### src/design/circular_deque_assert.svh
// Assertion macros for the circular deque.
// Both macros sample on clk and are disabled while arst_n is low.
`ifndef CIRCULAR_DEQUE_ASSERT_SVH
`define CIRCULAR_DEQUE_ASSERT_SVH

`ifndef NO_ASSERTIONS

// Check that a property holds at every clock edge out of reset
`define CDQ_ASSERT(lbl, prop) \
	lbl: assert property (@(posedge clk) disable iff (!arst_n) (prop)) \
	else $error("circular_deque: assertion failed");

// Check that a condition never occurs
`define CDQ_NEVER(lbl, cond) \
	lbl: assert property (@(posedge clk) disable iff (!arst_n) !(cond)) \
	else $error("circular_deque: forbidden condition seen");

`else

`define CDQ_ASSERT(lbl, prop)
`define CDQ_NEVER(lbl, cond)

`endif

`endif

### src/design/cdq_pkg.sv
package cdq_pkg;

	localparam int DEPTH = 8;
	localparam int WORD_W = 32;

	typedef logic signed [WORD_W-1:0] word_t;

	// Operation codes of an input transaction
	typedef enum logic [1:0] {
		KIND_PUSH_REAR  = 2'd0,
		KIND_PUSH_FRONT = 2'd1,
		KIND_POP_FRONT  = 2'd2,
		KIND_POP_REAR   = 2'd3
	} kind_t;

	// Result status codes
	typedef enum logic [1:0] {
		ST_DONE      = 2'd0,
		ST_OVERFLOW  = 2'd1,
		ST_UNDERFLOW = 2'd2
	} status_t;

	// Broadcast control to every cell of the chain
	typedef struct packed {
		logic take_prev;  // shift toward the rear, cell 0 takes the pushed word
		logic take_next;  // shift toward the front
		logic fill_end;   // first free cell takes the pushed word
		logic drop_end;   // last occupied cell empties
	} cell_ctrl_t;

endpackage

### src/design/circular_deque.sv
// Channel | Handshake            | Payload
// --------+----------------------+----------------------------
// input   | in_valid / in_ready  | kind, push_value
// output  | out_valid / out_ready| pop_value, status
//
// One transaction per cycle while in_ready is high; its result appears in the cycle after acceptance.
// The queue lives in a row of DEPTH cells, front word in cell 0; a push or pop
// at the front shifts every cell by one in that cycle, rear operations touch
// only the cell at the end of the occupied run.
// in_ready drops only while a result is held and out_ready is low.
// Reset leaves the queue empty with no result pending.
`include "circular_deque_assert.svh"

module circular_deque (
	input  logic           clk,
	input  logic           arst_n,
	input  logic           in_valid,
	output logic           in_ready,
	input  logic [1:0]     kind,
	input  cdq_pkg::word_t push_value,
	output logic           out_valid,
	input  logic           out_ready,
	output cdq_pkg::word_t pop_value,
	output logic [1:0]     status
);
	import cdq_pkg::*;

	logic [DEPTH-1:0] valid_vec;
	logic [DEPTH-1:0] last_vec;
	logic [DEPTH-1:0] prev_valid_vec;
	logic [DEPTH-1:0] next_valid_vec;
	word_t            data_arr      [DEPTH];
	word_t            prev_data_arr [DEPTH];
	word_t            next_data_arr [DEPTH];

	cell_ctrl_t ctrl;
	logic       in_fire;
	logic       is_push;
	logic       full;
	logic       empty;
	word_t      rear_data;

	logic       out_valid_q;
	word_t      pop_value_q;
	status_t    status_q;

	assign in_ready = !out_valid_q || out_ready;
	assign in_fire  = in_valid && in_ready;
	assign is_push  = (kind == KIND_PUSH_REAR) || (kind == KIND_PUSH_FRONT);
	assign full     = valid_vec[DEPTH-1];
	assign empty    = !valid_vec[0];

	// Decode the transaction into cell control
	always_comb begin
		ctrl.take_prev = in_fire && (kind == KIND_PUSH_FRONT) && !full;
		ctrl.take_next = in_fire && (kind == KIND_POP_FRONT) && !empty;
		ctrl.fill_end  = in_fire && (kind == KIND_PUSH_REAR) && !full;
		ctrl.drop_end  = in_fire && (kind == KIND_POP_REAR) && !empty;
	end

	// Wire neighbors; cell 0 sees the pushed word in front of it
	always_comb begin
		prev_valid_vec[0] = 1'b1;
		prev_data_arr[0]  = push_value;
		for (int i = 1; i < DEPTH; i++) begin
			prev_valid_vec[i] = valid_vec[i-1];
			prev_data_arr[i]  = data_arr[i-1];
		end
		for (int i = 0; i < DEPTH - 1; i++) begin
			next_valid_vec[i] = valid_vec[i+1];
			next_data_arr[i]  = data_arr[i+1];
		end
		next_valid_vec[DEPTH-1] = 1'b0;
		next_data_arr[DEPTH-1]  = '0;
	end

	for (genvar g = 0; g < DEPTH; g++) begin : g_cell
		cdq_cell u_cell (
			.clk        (clk),
			.arst_n     (arst_n),
			.ctrl       (ctrl),
			.push_value (push_value),
			.prev_valid (prev_valid_vec[g]),
			.prev_data  (prev_data_arr[g]),
			.next_valid (next_valid_vec[g]),
			.next_data  (next_data_arr[g]),
			.valid      (valid_vec[g]),
			.data       (data_arr[g]),
			.is_last    (last_vec[g])
		);
	end

	// Select the rear word by the single end-of-run flag
	always_comb begin
		rear_data = '0;
		for (int i = 0; i < DEPTH; i++) begin
			rear_data = rear_data | (last_vec[i] ? data_arr[i] : word_t'(0));
		end
	end

	// Hold the result until the output transaction completes
	always_ff @(posedge clk or negedge arst_n) begin
		if (!arst_n) begin
			out_valid_q <= 1'b0;
		end else if (in_fire) begin
			out_valid_q <= 1'b1;
		end else if (out_ready) begin
			out_valid_q <= 1'b0;
		end
	end

	always_ff @(posedge clk) begin
		if (in_fire) begin
			if (is_push) begin
				pop_value_q <= '0;
				status_q    <= full ? ST_OVERFLOW : ST_DONE;
			end else if (empty) begin
				pop_value_q <= '0;
				status_q    <= ST_UNDERFLOW;
			end else begin
				pop_value_q <= (kind == KIND_POP_FRONT) ? data_arr[0] : rear_data;
				status_q    <= ST_DONE;
			end
		end
	end

	assign out_valid = out_valid_q;
	assign pop_value = pop_value_q;
	assign status    = status_q;

	// Occupied cells form one run starting at cell 0
	`CDQ_ASSERT(a_occ_prefix, ((valid_vec + DEPTH'(1)) & valid_vec) == '0)
	`CDQ_ASSERT(a_one_rear, $onehot0(last_vec) && ($countones(last_vec) == {31'd0, !empty}))
	`CDQ_ASSERT(a_overflow, (in_fire && is_push && full) |=> (status_q == ST_OVERFLOW))
	`CDQ_ASSERT(a_underflow, in_fire && !is_push && empty |=> status_q == ST_UNDERFLOW)
	`CDQ_NEVER(a_push_lost, in_fire && is_push && !full && $countones(valid_vec) == DEPTH)

endmodule

### src/design/cdq_cell.sv
module cdq_cell (
	input  logic              clk,
	input  logic              arst_n,
	input  cdq_pkg::cell_ctrl_t ctrl,
	input  cdq_pkg::word_t    push_value,
	input  logic              prev_valid,
	input  cdq_pkg::word_t    prev_data,
	input  logic              next_valid,
	input  cdq_pkg::word_t    next_data,
	output logic              valid,
	output cdq_pkg::word_t    data,
	output logic              is_last
);
	import cdq_pkg::*;

	logic  valid_q;
	word_t data_q;

	// Track occupancy of this cell
	always_ff @(posedge clk or negedge arst_n) begin
		if (!arst_n) begin
			valid_q <= 1'b0;
		end else if (ctrl.take_prev) begin
			valid_q <= prev_valid;
		end else if (ctrl.take_next) begin
			valid_q <= next_valid;
		end else if (ctrl.fill_end && !valid_q && prev_valid) begin
			valid_q <= 1'b1;
		end else if (ctrl.drop_end && valid_q && !next_valid) begin
			valid_q <= 1'b0;
		end
	end

	// Move the stored word along with its neighbors
	always_ff @(posedge clk) begin
		if (ctrl.take_prev) begin
			data_q <= prev_data;
		end else if (ctrl.take_next) begin
			data_q <= next_data;
		end else if (ctrl.fill_end && !valid_q && prev_valid) begin
			data_q <= push_value;
		end
	end

	assign valid   = valid_q;
	assign data    = data_q;
	assign is_last = valid_q && !next_valid;

endmodule

### config.mk
export PLATFORM = sky130hd
export DESIGN_NAME = circular_deque
export DESIGN_NICKNAME = d
export VERILOG_FILES = /design/src/design/cdq_pkg.sv /design/src/design/circular_deque.sv /design/src/design/cdq_cell.sv
export VERILOG_INCLUDE_DIRS = /design/src /design/src/design
export SDC_FILE = /design/constraint.sdc
export NUM_CORES = 1
export LEC_CHECK = 0
export ABC_AREA = 1
export BUFFER_PORTS_ARGS = -buffer_cell sky130_fd_sc_hd__buf_2
export CAP_MARGIN = 20
export CELL_PAD_IN_SITES_DETAIL_PLACEMENT = 1
export CELL_PAD_IN_SITES_GLOBAL_PLACEMENT = 1
export CORE_ASPECT_RATIO = 1.5
export CORE_UTILIZATION = 42
export CTS_CLUSTER_DIAMETER = 40
export DETAILED_ROUTE_END_ITERATION = 7
export GPL_ROUTABILITY_DRIVEN = 0
export PLACE_DENSITY = 0.83
export SYNTH_ARGS = -nofsm -noshare
export SYNTH_HDL_FRONTEND = slang
export SYNTH_SLANG_ARGS = --single-unit
### constraint.sdc
create_clock -name clk -period 4.55 [get_ports clk]
set_input_delay 0 -clock clk [delete_from_list [all_inputs] [get_ports clk]]
set_output_delay 0 -clock clk [all_outputs]
set_load 0.02 [all_outputs]
Word-level counts from Yosys, hierarchy flattened
Cells that the tools add are included.
{ "word_totals": {"reg_bits": 299, "word_cells": 176, "out_inout_bits": 36} }
{ "op_classes": {"n_bitwise": 8, "eq_ne": 3, "reduce_logical": 76, "n_mux": 70} }
{ "ops": {"columns": ["op", "n"], "rows": [
  ["$mux 32", 33],
  ["$or 32x32->32", 7],
  ["$logic_and 1x1->1", 46],
  ["$mux 1", 35],
  ["$reduce_bool 4->1", 8],
  ["$reduce_bool 3->1", 8],
  ["$logic_not 1->1", 9],
  ["$eq 2x2->1 const B", 2],
  ["$mux 2", 2],
  ["$eq 2x1->1 const B", 1],
  ["$logic_not 2->1", 1],
  ["$logic_or 1x1->1", 2],
  ["$reduce_bool 2->1", 1],
  ["$reduce_or 2->1", 1],
  ["$not 1->1", 1]
]} }

Longest topological paths before layout
Gate-level depths: netlist (run 1).
{ "logic_depth": {"word_depth": 11, "mapped_depth": 10, "ltp_nobuf": 8} }

Cells and area by module
A second synthesis (run 1) with hierarchy kept.
{ "unflattened": {"hier_cells": 2173, "area_unflattened_um2": 17509.3} }
{ "by_module_without_submodules": {"columns": ["mod", "cells_per_inst", "seq_area_each_um2", "n_inst", "area_per_inst_um2"], "rows": [
  ["cdq_cell", 193, 985.9, 8, 1765.4],
  ["circular_deque", 629, 1046.0, 1, 3385.7]
]} }

Worst setup path before layout (run 1)
No wires, ideal clock.
{ "synth_timing": {"path_type": "register -> register", "from": "register out_valid_q, in the netlist out_valid", "to": "register g_cell[0].u_cell.data_q[0] (enable)", "t_arrival_ns": 3.029, "setup_time_ns": 0.390, "path_slack_ns": 1.131, "n_path_buf": 1, "synth_period_minus_slack_ns": 3.419, "path_stages_with_launch": 5, "path_cell_list": "dfrtp_1 -> a21oi_2 -> clkbuf_1 -> o2111ai_1 -> nand2_1"} }
{ "synth_between": {"elab_chain_len": 7, "elab_cells_between_ends": 11, "classes_between": "11 x reduce/logical"} }
{ "synth_rtl": {"columns": ["element", "line_no", "rtl"], "rows": [
  ["start: declaration", "circular_deque.sv:43", "logic out_valid_q;"],
  ["start signal: assignment", "circular_deque.sv:104", "out_valid_q <= 1'b0;"],
  ["start signal: assignment", "circular_deque.sv:106", "out_valid_q <= 1'b1;"],
  ["start signal: assignment", "circular_deque.sv:108", "out_valid_q <= 1'b0;"],
  ["$logic_not 1->1 (*)", "circular_deque.sv:47", "assign in_ready = !out_valid_q || out_ready;"],
  ["$logic_or 1x1->1 (*)", "circular_deque.sv:47", null],
  ["$logic_and 1x1->1 (*)", "circular_deque.sv:48", "assign in_fire = in_valid && in_ready;"],
  ["net in_fire", "circular_deque.sv:37", "logic in_fire;"],
  ["$logic_and 1x1->1 (2 in series)", "circular_deque.sv:57", "ctrl.fill_end = in_fire && (kind == KIND_PUSH_REAR) && !full;"],
  ["$logic_and 1x1->1", "cdq_cell.sv:40", "end else if (ctrl.fill_end && !valid_q && prev_valid) begin"],
  ["$reduce_bool 3->1 (no source line) (*)", null, null],
  ["end signal: assignment", "cdq_cell.sv:37", "data_q <= prev_data;"],
  ["end signal: assignment", "cdq_cell.sv:39", "data_q <= next_data;"],
  ["end signal: assignment", "cdq_cell.sv:41", "data_q <= push_value;"],
  ["end: declaration", "cdq_cell.sv:17", "word_t data_q;"]
]} }
The timed path passes the listed nets; every way through them passes the cells marked *.
A chain may end at the register's enable or synchronous reset.

Final worst setup path (run 1)
{ "layout_timing": {"from": "register g_cell[7].u_cell.valid_q", "to": "register g_cell[1].u_cell.data_q[16] (enable)"} }
{ "layout_between": {"elab_chain_len": 5, "elab_cells_between_ends": 6, "classes_between": "6 x reduce/logical"} }
{ "layout_rtl": {"columns": ["element", "line_no", "rtl"], "rows": [
  ["start: declaration", "cdq_cell.sv:16", "logic valid_q;"],
  ["start signal: assignment", "cdq_cell.sv:24", "valid_q <= prev_valid;"],
  ["start signal: assignment", "cdq_cell.sv:26", "valid_q <= next_valid;"],
  ["$logic_not 1->1 (*)", "circular_deque.sv:55, circular_deque.sv:57", null],
  ["$logic_and 1x1->1", "circular_deque.sv:57", null],
  ["$logic_and 1x1->1 (2 in series)", "cdq_cell.sv:40", null],
  ["$reduce_bool 3->1 (no source line) (*)", null, null],
  ["end signal: assignment", "cdq_cell.sv:37", null],
  ["end signal: assignment", "cdq_cell.sv:39", null],
  ["end signal: assignment", "cdq_cell.sv:41", null],
  ["end: declaration", "cdq_cell.sv:17", null]
]} }
Every way passes the cells marked *; elsewhere a longest branch is shown, timed or not.

==> results.txt, run 1 <==
The run finished with clean final reports. The area enclosed by the die boundary came out at 37200 µm². The worst setup path is captured at a flop.

The post-synthesis to final-layout area growth is 15.5%. The via count of the first global-routing pass is 14637. The hold violation total from the final report was 0. The width of the die came out at 158 µm. The total of endpoints with negative setup slack in the final report came out at 0. The routed wire length is 55400 µm. For this configuration, the core starts out at a cell density of 0.427. The flip-flop and latch count after synthesis came out at 299. After the first detailed-routing iteration, the DRC count stood at 1363. The area of combinational cells with multiple inputs came out at 5630 µm². Of the synthesized area, sequential elements account for 0.584. Setup slack closes at 1.70 ns. The average instance in the mapped netlist occupies 8.84 µm². The count of flip-flops with a built-in enable after synthesis is 290.

The count of input and output buffers came out at 73. The via total after detailed routing came out at 13841. In this run the standard cell core region covers 35800 µm². Of all flip-flops after synthesis, the portion carrying an async set or reset was 0.0301. The worst register-to-register path ends at g_cell[1].u_cell.data[16]. By count the netlist is led by sky130_fd_sc_hd__nand2_1 (655), sky130_fd_sc_hd__edfxtp_1 (290), sky130_fd_sc_hd__nand3_1 (276).

The static leakage came out at 0.00701 µW. The headroom to the max-slew limit is 0.288. The count of final max-slew check failures is 0. The critical path in this run is classified as reg -> reg. Yosys instantiated no cell more often than sky130_fd_sc_hd__nand2_1. In this run the core area contains 85 standard-cell rows.

The length in cells of the worst reg-to-reg path is 7. Setup total negative slack on the finished layout was measured at 0 ns. The minimum setup slack after placement is 1.75 ns. The final antenna-violating net count came out at 0. In the synthesized netlist the dominant register cell turns out to be sky130_fd_sc_hd__edfxtp_1.

The largest net degree at the start of global routing is 167. The final global-route overflow total is 0. The combined area of all synthesized cells came out at 15300 µm². During I/O placement, the number of pins put on the boundary was 74. Across the VDD grid, the largest voltage drop is 0.287 mV. The startpoint identified for the worst register-to-register timing path is g_cell[7].u_cell.valid. The count of fill cells added during filler insertion is 4171.

The number of synthesis warnings came out at 0. TritonCTS created 36 clock buffers. Setup repair after global routing left no endpoint under its margin.

Along the worst hold path, the cell count comes to 5. After clock tree synthesis, the clock-pin slew on the worst setup and hold paths is 0.06 ns. The share of the synthesized area in the top cell type is 0.569. The H-tree generated during clock tree synthesis spans 2 levels. The count of distinct cell types in the synthesized netlist came out at 28.

0 antenna diodes ended up in the layout. The minimum setup slack among reg-to-reg paths is 1.70 ns. STA puts the critical path data required time at 4.72 ns. Along the worst path, the maximum fanout reaches 46. Across the whole layout, storage elements account for 8930 µm². The DRC violation count after routing is 0. STA classifies the critical path startpoint as a flop. The cell type with the largest total area after synthesis is sky130_fd_sc_hd__edfxtp_1.

Yosys attributes the largest share of cell area to sky130_fd_sc_hd__edfxtp_1 (57%), sky130_fd_sc_hd__nand2_1 (16%), sky130_fd_sc_hd__nand3_1 (9.0%). The final layout contains 1844 nets. The post-DP HPWL came out at 31200 µm. The first global-routing pass estimated 84500 µm of wire. Clock tree synthesis found a total of 299 sinks. Dividing the detail-routed wire length by the instance count gives 24.0 µm.

The vias per cell came out at 6.00. The longest clock path from root to sink contains 3 buffers. The proportion of layout cells with a drive suffix above 1 is 0.108. The pin slew with the least headroom to its limit is 1.07 ns. The overall fraction of global-route tracks in use is 0.304. The worst-case clock skew came out at 0.0160 ns. The clock latency on the worst-skew pair is 0.54 ns.

Synthesis handed over a netlist of 1731 instances. Based on the critical path, the design can be clocked at up to 350 MHz. The final critical path time including I/O delays and setup is 2.85 ns.

The worst path arrival time came out at 3.02 ns. The power density over cell area came out at 547 nW/µm². The die is 236 µm tall. The class of the worst hold path is in -> reg. The post-synth net total is 1769. The tree is rooted in a sky130_fd_sc_hd__clkbuf_16.

The period utilization is 0.627. The hold path endpoint is g_cell[0].u_cell.valid. TritonCTS built the clock tree.

The number of iterations in the first detailed-routing pass is 5. The number of antenna violations at the first check in global routing is 0. The tool flagged a number of max-cap violations equal to 0.

The startpoint identified for the worst hold timing path is kind[0].
## metal layers
metal,track usage,vias to the layer above,share of wire
li1,-,6034,-
met1,0.371,6899,0.37
met2,0.523,706,0.50
met3,0.0407,202,0.076
met4,0.147,0,0.052
met5,0,-,0
## cells in the final DEF (no fill, tap or decap)
master                            n
sky130_fd_sc_hd__nor2_2           1
sky130_fd_sc_hd__dlygate4sd3_1   37
sky130_fd_sc_hd__o21a_1           1
sky130_fd_sc_hd__nand3_1        276
sky130_fd_sc_hd__nor2_1         113
sky130_fd_sc_hd__nor2_4           3
sky130_fd_sc_hd__nand2_4         11
sky130_fd_sc_hd__nor3_1           1
sky130_fd_sc_hd__inv_2            3
sky130_fd_sc_hd__nand3b_1         1
sky130_fd_sc_hd__bufinv_16        3
sky130_fd_sc_hd__buf_12           2
sky130_fd_sc_hd__o211ai_1        90
sky130_fd_sc_hd__clkbuf_16       37
sky130_fd_sc_hd__clkinvlp_4       3
sky130_fd_sc_hd__clkbuf_1         5
sky130_fd_sc_hd__clkbuf_8         2
sky130_fd_sc_hd__clkinv_2         3
sky130_fd_sc_hd__a21oi_1         32
sky130_fd_sc_hd__edfxtp_1       290
sky130_fd_sc_hd__inv_8            1
sky130_fd_sc_hd__dfrtp_1          9
sky130_fd_sc_hd__buf_4           33
sky130_fd_sc_hd__inv_6            1
sky130_fd_sc_hd__o21ai_4          1
sky130_fd_sc_hd__nand2_2         14
sky130_fd_sc_hd__buf_2           73
sky130_fd_sc_hd__clkinv_4         4
sky130_fd_sc_hd__a21oi_4          1
sky130_fd_sc_hd__nand4_1          7
sky130_fd_sc_hd__nand2_1        646
sky130_fd_sc_hd__o2111ai_1        1
sky130_fd_sc_hd__inv_1           78
sky130_fd_sc_hd__inv_4            1
sky130_fd_sc_hd__o21ai_0         41
sky130_fd_sc_hd__clkinv_1         5
## layout make-up
cell class              count  share of cell area
repair buffers            145              0.0579
clock buffers              44              0.0550
multi-input cells        1240               0.319
flip-flops and latches    299               0.506
clock inverters            18              0.0110
well taps                 478              0.0339
inverters                  84              0.0180
## report_power, final
group          internal, µW  switching, µW
Sequential             3510            309
Clock                  1700           1220
Combinational           739           2180
## what timing repair did
item                      4_1_cts  5_1_grt
hold endpoints to repair      231        0
setup buffers                   0        0
hold buffers                   37        0
resized for setup               0        0
## logic make-up (layout without fill, tap and decap cells)
group,Yosys count,count (layout),share of synthesized area
buffers and inverters,192,291,0.0518
DFF,299,299,0.584
AOI/OAI and AO/OA,167,167,0.0700
and+or+nand+nor,1073,1073,0.294
## worst max-delay path, cell delays in order, from the launching register on
cell and delay [ns]:
sky130_fd_sc_hd__dfrtp_1 0.59, sky130_fd_sc_hd__inv_4 0.13, sky130_fd_sc_hd__nand3_1 0.11, sky130_fd_sc_hd__nor2_4 0.39
sky130_fd_sc_hd__nor2_4 0.08, sky130_fd_sc_hd__buf_4 0.44, sky130_fd_sc_hd__nand2_2 0.15, sky130_fd_sc_hd__buf_4 0.56
## registers in the layout, summed over array words and instances, names as in the netlist
name,flops
g_cell.u_cell.data,256
out_valid,1
pop_value,32
status,2
g_cell.u_cell.valid,8
## stage by stage
step	total power (µW)	instances	hold slack (ns)	util	area, µm²
after global placement	6550	2209	-0.106	0.450	16100
after detailed placement	6660	2209	-0.107	0.450	16100
after CTS	9590	2308	0.0451	0.493	17700
final	9660	2308	0.0583	0.493	17700
after global routing	9990	2308	0.0726	0.493	17700
after floorplan	5450	1731	-0.296	-	15300
## worst max-delay path by stage
stage                                      start                         to  slack (ns)  cells after the start
after floorplan                        out_valid   g_cell[0].u_cell.data[0]        1.13                      4
after global routing      g_cell[6].u_cell.valid               pop_value[0]        1.59                      9
after global placement    g_cell[7].u_cell.valid  g_cell[1].u_cell.data[24]        1.83                      7
after detailed placement  g_cell[7].u_cell.valid  g_cell[1].u_cell.data[23]        1.75                      7
final                     g_cell[7].u_cell.valid  g_cell[1].u_cell.data[16]        1.70                      7
after CTS                 g_cell[7].u_cell.valid   g_cell[1].u_cell.data[5]        1.74                      7
No activity file was read; power rests on OpenSTA's default activity.
==> run 2: changes to the inputs <==
==> constraint.sdc (replaced) <==
create_clock -name clk -period 2.95 [get_ports clk]
set_input_delay 0 -clock clk [delete_from_list [all_inputs] [get_ports clk]]
set_output_delay 0 -clock clk [all_outputs]
set_load 0.02 [all_outputs]
==> results.txt, run 2 (same netlist as run 1, synthesis figures left out) <==
Headroom to the max-slew limit came out at 0.455. The count of input and output buffers is 73. In the layout the commonest cells are sky130_fd_sc_hd__nand2_1 (646), sky130_fd_sc_hd__edfxtp_1 (290), sky130_fd_sc_hd__nand3_1 (276).

The clock root buffer is sky130_fd_sc_hd__clkbuf_16. Max-cap violations in this run came to 0. For this run, the top clock speed supported by timing is 405 MHz. The worst hold margin came out at 0.0687 ns. In the final layout, the share of cells above drive strength 1 is 0.119. The largest fanout on the critical path is 138. In the final timing run, aggregate negative setup slack is 0 ns. The period utilization is 0.837.

The DRC violation count after routing came out at 0. The H-tree depth reported by CTS is 2. The worst-case clock skew came out at 0.0114 ns. The total number of nets in the final design came out at 1870. The die is 236 µm tall. The worst-case vdd ir drop is 0.406 mV.

In this run the worst setup path terminates at g_cell[1].u_cell.data[12]. The hold violation total from the final report is 0. STA classifies the critical path endpoint as a flop. Setup repair after global routing left no endpoint under its margin. The CTS buffer count is 37.

The worst setup path is launched from a flop. The standard cell core area came out at 35800 µm². The via count of the first global-routing pass was 14826.

In this run the worst setup path begins at g_cell[7].u_cell.valid. Pin placement for this block handled 74 I/O pins. TritonCTS built the clock tree. The count of final max-slew check failures came to 0. The filler cells instantiated in the layout total 4183. The largest net degree at the start of global routing is 167.

The class of the worst hold path is in -> reg. The number of violations reported at the end of detailed-routing iteration 0 is 1282. The worst setup path is of the reg -> reg kind. The initialized floorplan defines 85 standard-cell rows. The total of endpoints with negative setup slack in the final report is 0. Measured on the finished design, the core utilization comes to 0.501. The post-cts gate resize count is 0. Dividing the detail-routed via count by the number of cells gives 5.97. The critical path required time came out at 3.34 ns. The global-route wire length before repair came out at 85400 µm. The final antenna-violating net count came out at 0. The flow ran to the end, and the final reports show no timing, DRC or antenna violations. The clock transition at the registers of the reported paths came out at 0.06 ns. The routed wire length came out at 55600 µm. The static leakage came out at 0.00717 µW.

The register with the most flip-flops in the layout has 256 of them. Across every metal layer, demand over resource in global routing totals 0.308. The number of antenna diodes came out at 0.

The maximum clock insertion buffer count came out at 3. The library cell used most frequently in the layout, excluding fill and tap cells, is sky130_fd_sc_hd__nand2_1. The worst register-to-register path begins at g_cell[7].u_cell.valid. The pin slew with the least headroom to its limit came out at 0.817 ns.

The initial standard-cell utilization of the core is 0.427. The total placed instance area is 16400 µm². The power density over cell area is 835 nW/µm². The smallest clock period supported by the final layout is computed as 2.47 ns. After global routing the overflow that remains totals 0. In this run the critical register-to-register path is captured at g_cell[1].u_cell.data[12].

The number of antenna violations at the first check in global routing is 0. The area enclosed by the die boundary is 37200 µm². The clock latency on the worst-skew pair is 0.54 ns.

The minimum setup slack among reg-to-reg paths came out at 0.48 ns. The width of the die came out at 158 µm. The number of iterations in the first detailed-routing pass came out at 5. The clock drives 299 sinks. The final design instance area without fill is 18000 µm². After detailed routing, the average wire length per cell comes to 23.8 µm. The number of cells on the worst reg-to-reg path is 7.

The post-synthesis to final-layout area growth came out at 17.5%. The worst path arrival time is 2.86 ns. The via total after detailed routing came out at 13921.

The post-DP HPWL is 32400 µm.
run 2: cell types whose count changed in the layout (fill, tap and decap cells not counted), sizes merged:
cell / delta
clkinv: +3
dlygate4sd3: +1
buf: +24
bufinv: -1
clkbuf: -2
clkinvlp: -1
inv: +1
run 2: layout make-up:
class / count / area, µm² / share of cell area
inverter: 84 / 318 / 0.0177
timing repair buffer: 170 / 1360 / 0.0756
sequential: 299 / 8930 / 0.497
multi-input combinational: 1240 / 5630 / 0.313
clock buffer: 42 / 945 / 0.0526
tap: 478 / 598 / 0.0333
clock inverter: 20 / 189 / 0.0105
run 2: metal layers:
layer	up-vias	GRT usage	routed length, µm
met5	-	0	0
met4	0	0.167	3190
met3	216	0.0457	4330
met2	721	0.522	27300
met1	6881	0.374	20800
li1	6103	-	-
run 2: how the worst min path moves through the flow:
stage / start / endpoint / slack, ns / cells past startpoint
4_1_cts: kind[0] / g_cell[0].u_cell.valid / 0.04 / 5
3_5_place_dp: arst_n / out_valid / -0.11 / 1
2_1_floorplan: arst_n / g_cell[0].u_cell.valid / -0.30 / 0
6_report: kind[0] / g_cell[0].u_cell.valid / 0.07 / 5
5_1_grt: kind[0] / g_cell[0].u_cell.valid / 0.13 / 5
3_3_place_gp: arst_n / out_valid / -0.11 / 1
run 2: where the power goes:
group	total, µW	switching [µW]	internal (µW)
logic	4840	3510	1330
clock network	4390	1890	2500
registers	5780	358	5420
run 2: critical path: stages, from the launching register on:
cell and delay, ns:
sky130_fd_sc_hd__dfrtp_1 0.42, sky130_fd_sc_hd__inv_4 0.25, sky130_fd_sc_hd__nand3_1 0.19, sky130_fd_sc_hd__nor2_4 0.18
sky130_fd_sc_hd__buf_4 0.33, sky130_fd_sc_hd__buf_12 0.49, sky130_fd_sc_hd__nand2_1 0.14, sky130_fd_sc_hd__nand3_1 0.14
run 2: timing repair:
item	CTS	global route
endpoints found under the hold margin	252	0
setup buffers	0	0
hold buffers	38	0
run 2: stage by stage:
step	worst slack (ns)	total power [µW]	instances
2_1_floorplan	0.173	8410	1731
3_3_place_gp	0.622	10300	2232
3_5_place_dp	0.574	10500	2232
4_1_cts	0.559	14900	2332
5_1_grt	0.415	15500	2333
6_report	0.481	15000	2333
==> run 3: changes to the inputs <==
--- a/config.mk
+++ b/config.mk
@@ -16,7 +16,7 @@
 export CTS_CLUSTER_DIAMETER = 40
 export DETAILED_ROUTE_END_ITERATION = 7
 export GPL_ROUTABILITY_DRIVEN = 0
-export PLACE_DENSITY = 0.83
+export PLACE_DENSITY = 0.86
 export SYNTH_ARGS = -nofsm -noshare
 export SYNTH_HDL_FRONTEND = slang
 export SYNTH_SLANG_ARGS = --single-unit
==> constraint.sdc (replaced) <==
create_clock -name clk -period 1.99 [get_ports clk]
set_input_delay 0 -clock clk [delete_from_list [all_inputs] [get_ports clk]]
set_output_delay 0 -clock clk [all_outputs]
set_load 0.02 [all_outputs]
==> results.txt, run 3 (same netlist as run 1, synthesis figures left out) <==
The total of endpoints with negative setup slack in the final report is 0. The post-synthesis to final-layout area growth is 22.1%. The area enclosed by the die boundary came out at 37200 µm². The maximum clock insertion buffer count is 3.

The via total after detailed routing came out at 14686. The total placed instance area is 16900 µm². In the routed layout, each cell is associated on average with a via count of 6.21. Setup repair after global routing could not meet its margin everywhere. The count of max-cap constraint violations is 0.

The overall fraction of global-route tracks in use is 0.331. The final global-route overflow total came out at 0. The number of buffers and inverters on the critical path is 3. The signal on the critical path passes through nand2_2 -> nor2_2 -> inv_2 -> nor2_4 -> nor2_4 -> buf_4 -> clkbuf_16 -> nand2_2 -> o211ai_1.

The largest net degree at the start of global routing came out at 85. Pin placement for this block handled 74 I/O pins. The headroom to the max-slew limit came out at 0.565. The worst setup path startpoint is g_cell[0].u_cell.valid. The initialized floorplan defines 85 standard-cell rows. The flow ran to the end, and the final reports show no timing, DRC or antenna violations. The pin slew with the least headroom to its limit is 0.650 ns. Along the worst path, the maximum fanout reaches 15. The hold violation total from the final report is 0. Dividing the detail-routed wire length by the instance count gives 26.1 µm.

The period utilization is 0.994. The filler cells instantiated in the layout total 4103. In the layout the commonest cells are sky130_fd_sc_hd__nand2_1 (639), sky130_fd_sc_hd__edfxtp_1 (290), sky130_fd_sc_hd__nand3_1 (276). The die height came out at 236 µm.

After layout, the design draws a total of 24000 µW. Dividing total power by cell area gives a power density of 1280 nW/µm². The worst register-to-register path begins at g_cell[0].u_cell.valid. In this run the clock root is driven by a sky130_fd_sc_hd__clkbuf_16. The count of final max-slew check failures is 0.

Data on the critical path is required at its endpoint by 2.26 ns. The total number of nets in the final design came out at 1895. The number of antenna violations at the first check in global routing was 1. The final antenna-violating net count is 0.

The worst min-delay path startpoint is out_ready. The startpoint kind of the worst setup timing path is a flop. The number of antenna diodes is 0.

The final non-filler cell total came out at 2363. The min-delay analysis places its worst path in the category in -> reg. The worst-case vdd ir drop came out at 0.658 mV. The register with the most flip-flops in the layout has 256 of them. The global-route wire length before repair came out at 91700 µm. Among cell families on the critical path, the largest total delay comes from simple AND/OR/NAND/NOR gates. The most common library cell in the layout ignoring fill and taps is sky130_fd_sc_hd__nand2_1. Data on the critical path arrives at its endpoint at 2.25 ns. The met1 track demand over resource is 0.387. The routed wire length came out at 61600 µm. The standard cell core area is 35800 µm².

The initial standard-cell utilization of the core came out at 0.427. STA classifies the critical path endpoint as a flop. Once layout is done, the placed cells without fillers occupy 18700 µm². The proportion of layout cells with a drive suffix above 1 is 0.137. In the global route stage, met3 resource usage came out at 0.0576. The biggest cell delay along the critical path is 0.41 ns. The global-route met2 utilization came out at 0.547.

The TritonCTS clock tree is built. The final critical path time including I/O delays and setup came out at 1.98 ns. The post-DP HPWL is 34500 µm.

The CTS buffer count is 38. The final sum of negative setup slack came out at 0 ns. For the worst-skew pair, the clock arrives at the later sink with an insertion delay of 0.55 ns. The number of iterations in the first detailed-routing pass is 5.

The via count of the first global-routing pass came out at 15773. met2 is the most crowded layer. Clock-pin slew was measured on the worst setup and hold paths at 0.06 ns.

The number of placed instances, taps included, is 2253. The clock drives 299 sinks. On the critical path, the stage with the largest delay is an instance of sky130_fd_sc_hd__dfrtp_1. In this run the static leakage power is 0.00748 µW.

The width of the die came out at 158 µm. By startpoint and endpoint, the worst setup path is classified as reg -> reg. The H-tree depth reported by CTS came out at 2.

Derived from the worst setup path, the maximum achievable clock frequency is 506 MHz. The worst-case clock skew is 0.0219 ns. The detailed router finished its first iteration with 1543 violations. The DRC violation count after routing came out at 0. Port buffering added 73 buffers.
==> run 3: cell type report <==
type                       instances  area, µm²  share of cell area
clock buffer                      45       1010              0.0540
clock inverter                    23        304              0.0163
inverter                          84        320              0.0171
multi-input combinational       1240       5690               0.304
sequential                       299       8930               0.478
tap                              478        598              0.0320
timing repair buffer             194       1830              0.0979
==> run 3: timing repair <==
item / 4_1_cts / 5_1_grt
setup buffers: 0 / 2
resized for setup: 3 / 9
endpoints found under the hold margin: 254 / 0
endpoints found under the setup margin: 43 / 380
hold buffers: 37 / 0
gates cloned: 1 / 2
pin swaps: 0 / 2
==> run 3: per-stage QoR <==
| step | setup slack [ns] | hold WS (ns) | utilization |
|---|---|---|---|
| floorplan | -0.0691 | -0.296 | - |
| global placement | 0.0694 | -0.108 | 0.471 |
| detailed placement | -0.00917 | -0.106 | 0.471 |
| CTS | 0.00215 | 0.137 | 0.519 |
| global route | -0.0452 | 0.159 | 0.521 |
| finish | 0.0118 | 0.158 | 0.521 |
==> run 3: path summary, 6_finish.rpt <==
check	end	slack, ns	depth (start not counted)
max in group asynchronous	g_cell[7].u_cell.valid	1.02	3
min in group asynchronous	g_cell[6].u_cell.valid	0.56	3
worst max-delay path	g_cell[5].u_cell.data[19]	0.01	9
worst min register to register	g_cell[6].u_cell.data[28]	0.58	2
worst min-delay path	pop_value[28]	0.16	4
worst max register to register	g_cell[5].u_cell.data[19]	0.01	9
==> run 3: layer usage <==
layer	wire [µm]	part of all wire	vias to the layer above
met2	29900	0.49	1015
met1	21200	0.34	7181
met5	17	0.00028	-
li1	-	-	6154
met3	6060	0.098	334
met4	4340	0.070	2
==> run 3: power breakdown <==
| part | total, µW | internal, µW | switching, µW |
|---|---|---|---|
| clock | 7450 | 4460 | 3000 |
| sequential | 8600 | 8030 | 572 |
| combinational | 7900 | 2280 | 5620 |
==> run 3: worst reg2reg max path, cell delays in order, from the launching register on <==
cell and delay [ns]:
sky130_fd_sc_hd__dfrtp_1 0.41, sky130_fd_sc_hd__nand2_2 0.08, sky130_fd_sc_hd__nor2_2 0.18, sky130_fd_sc_hd__inv_2 0.07, sky130_fd_sc_hd__nor2_4 0.19, sky130_fd_sc_hd__nor2_4 0.09, sky130_fd_sc_hd__buf_4 0.16, sky130_fd_sc_hd__clkbuf_16 0.22
sky130_fd_sc_hd__nand2_2 0.17, sky130_fd_sc_hd__o211ai_1 0.13
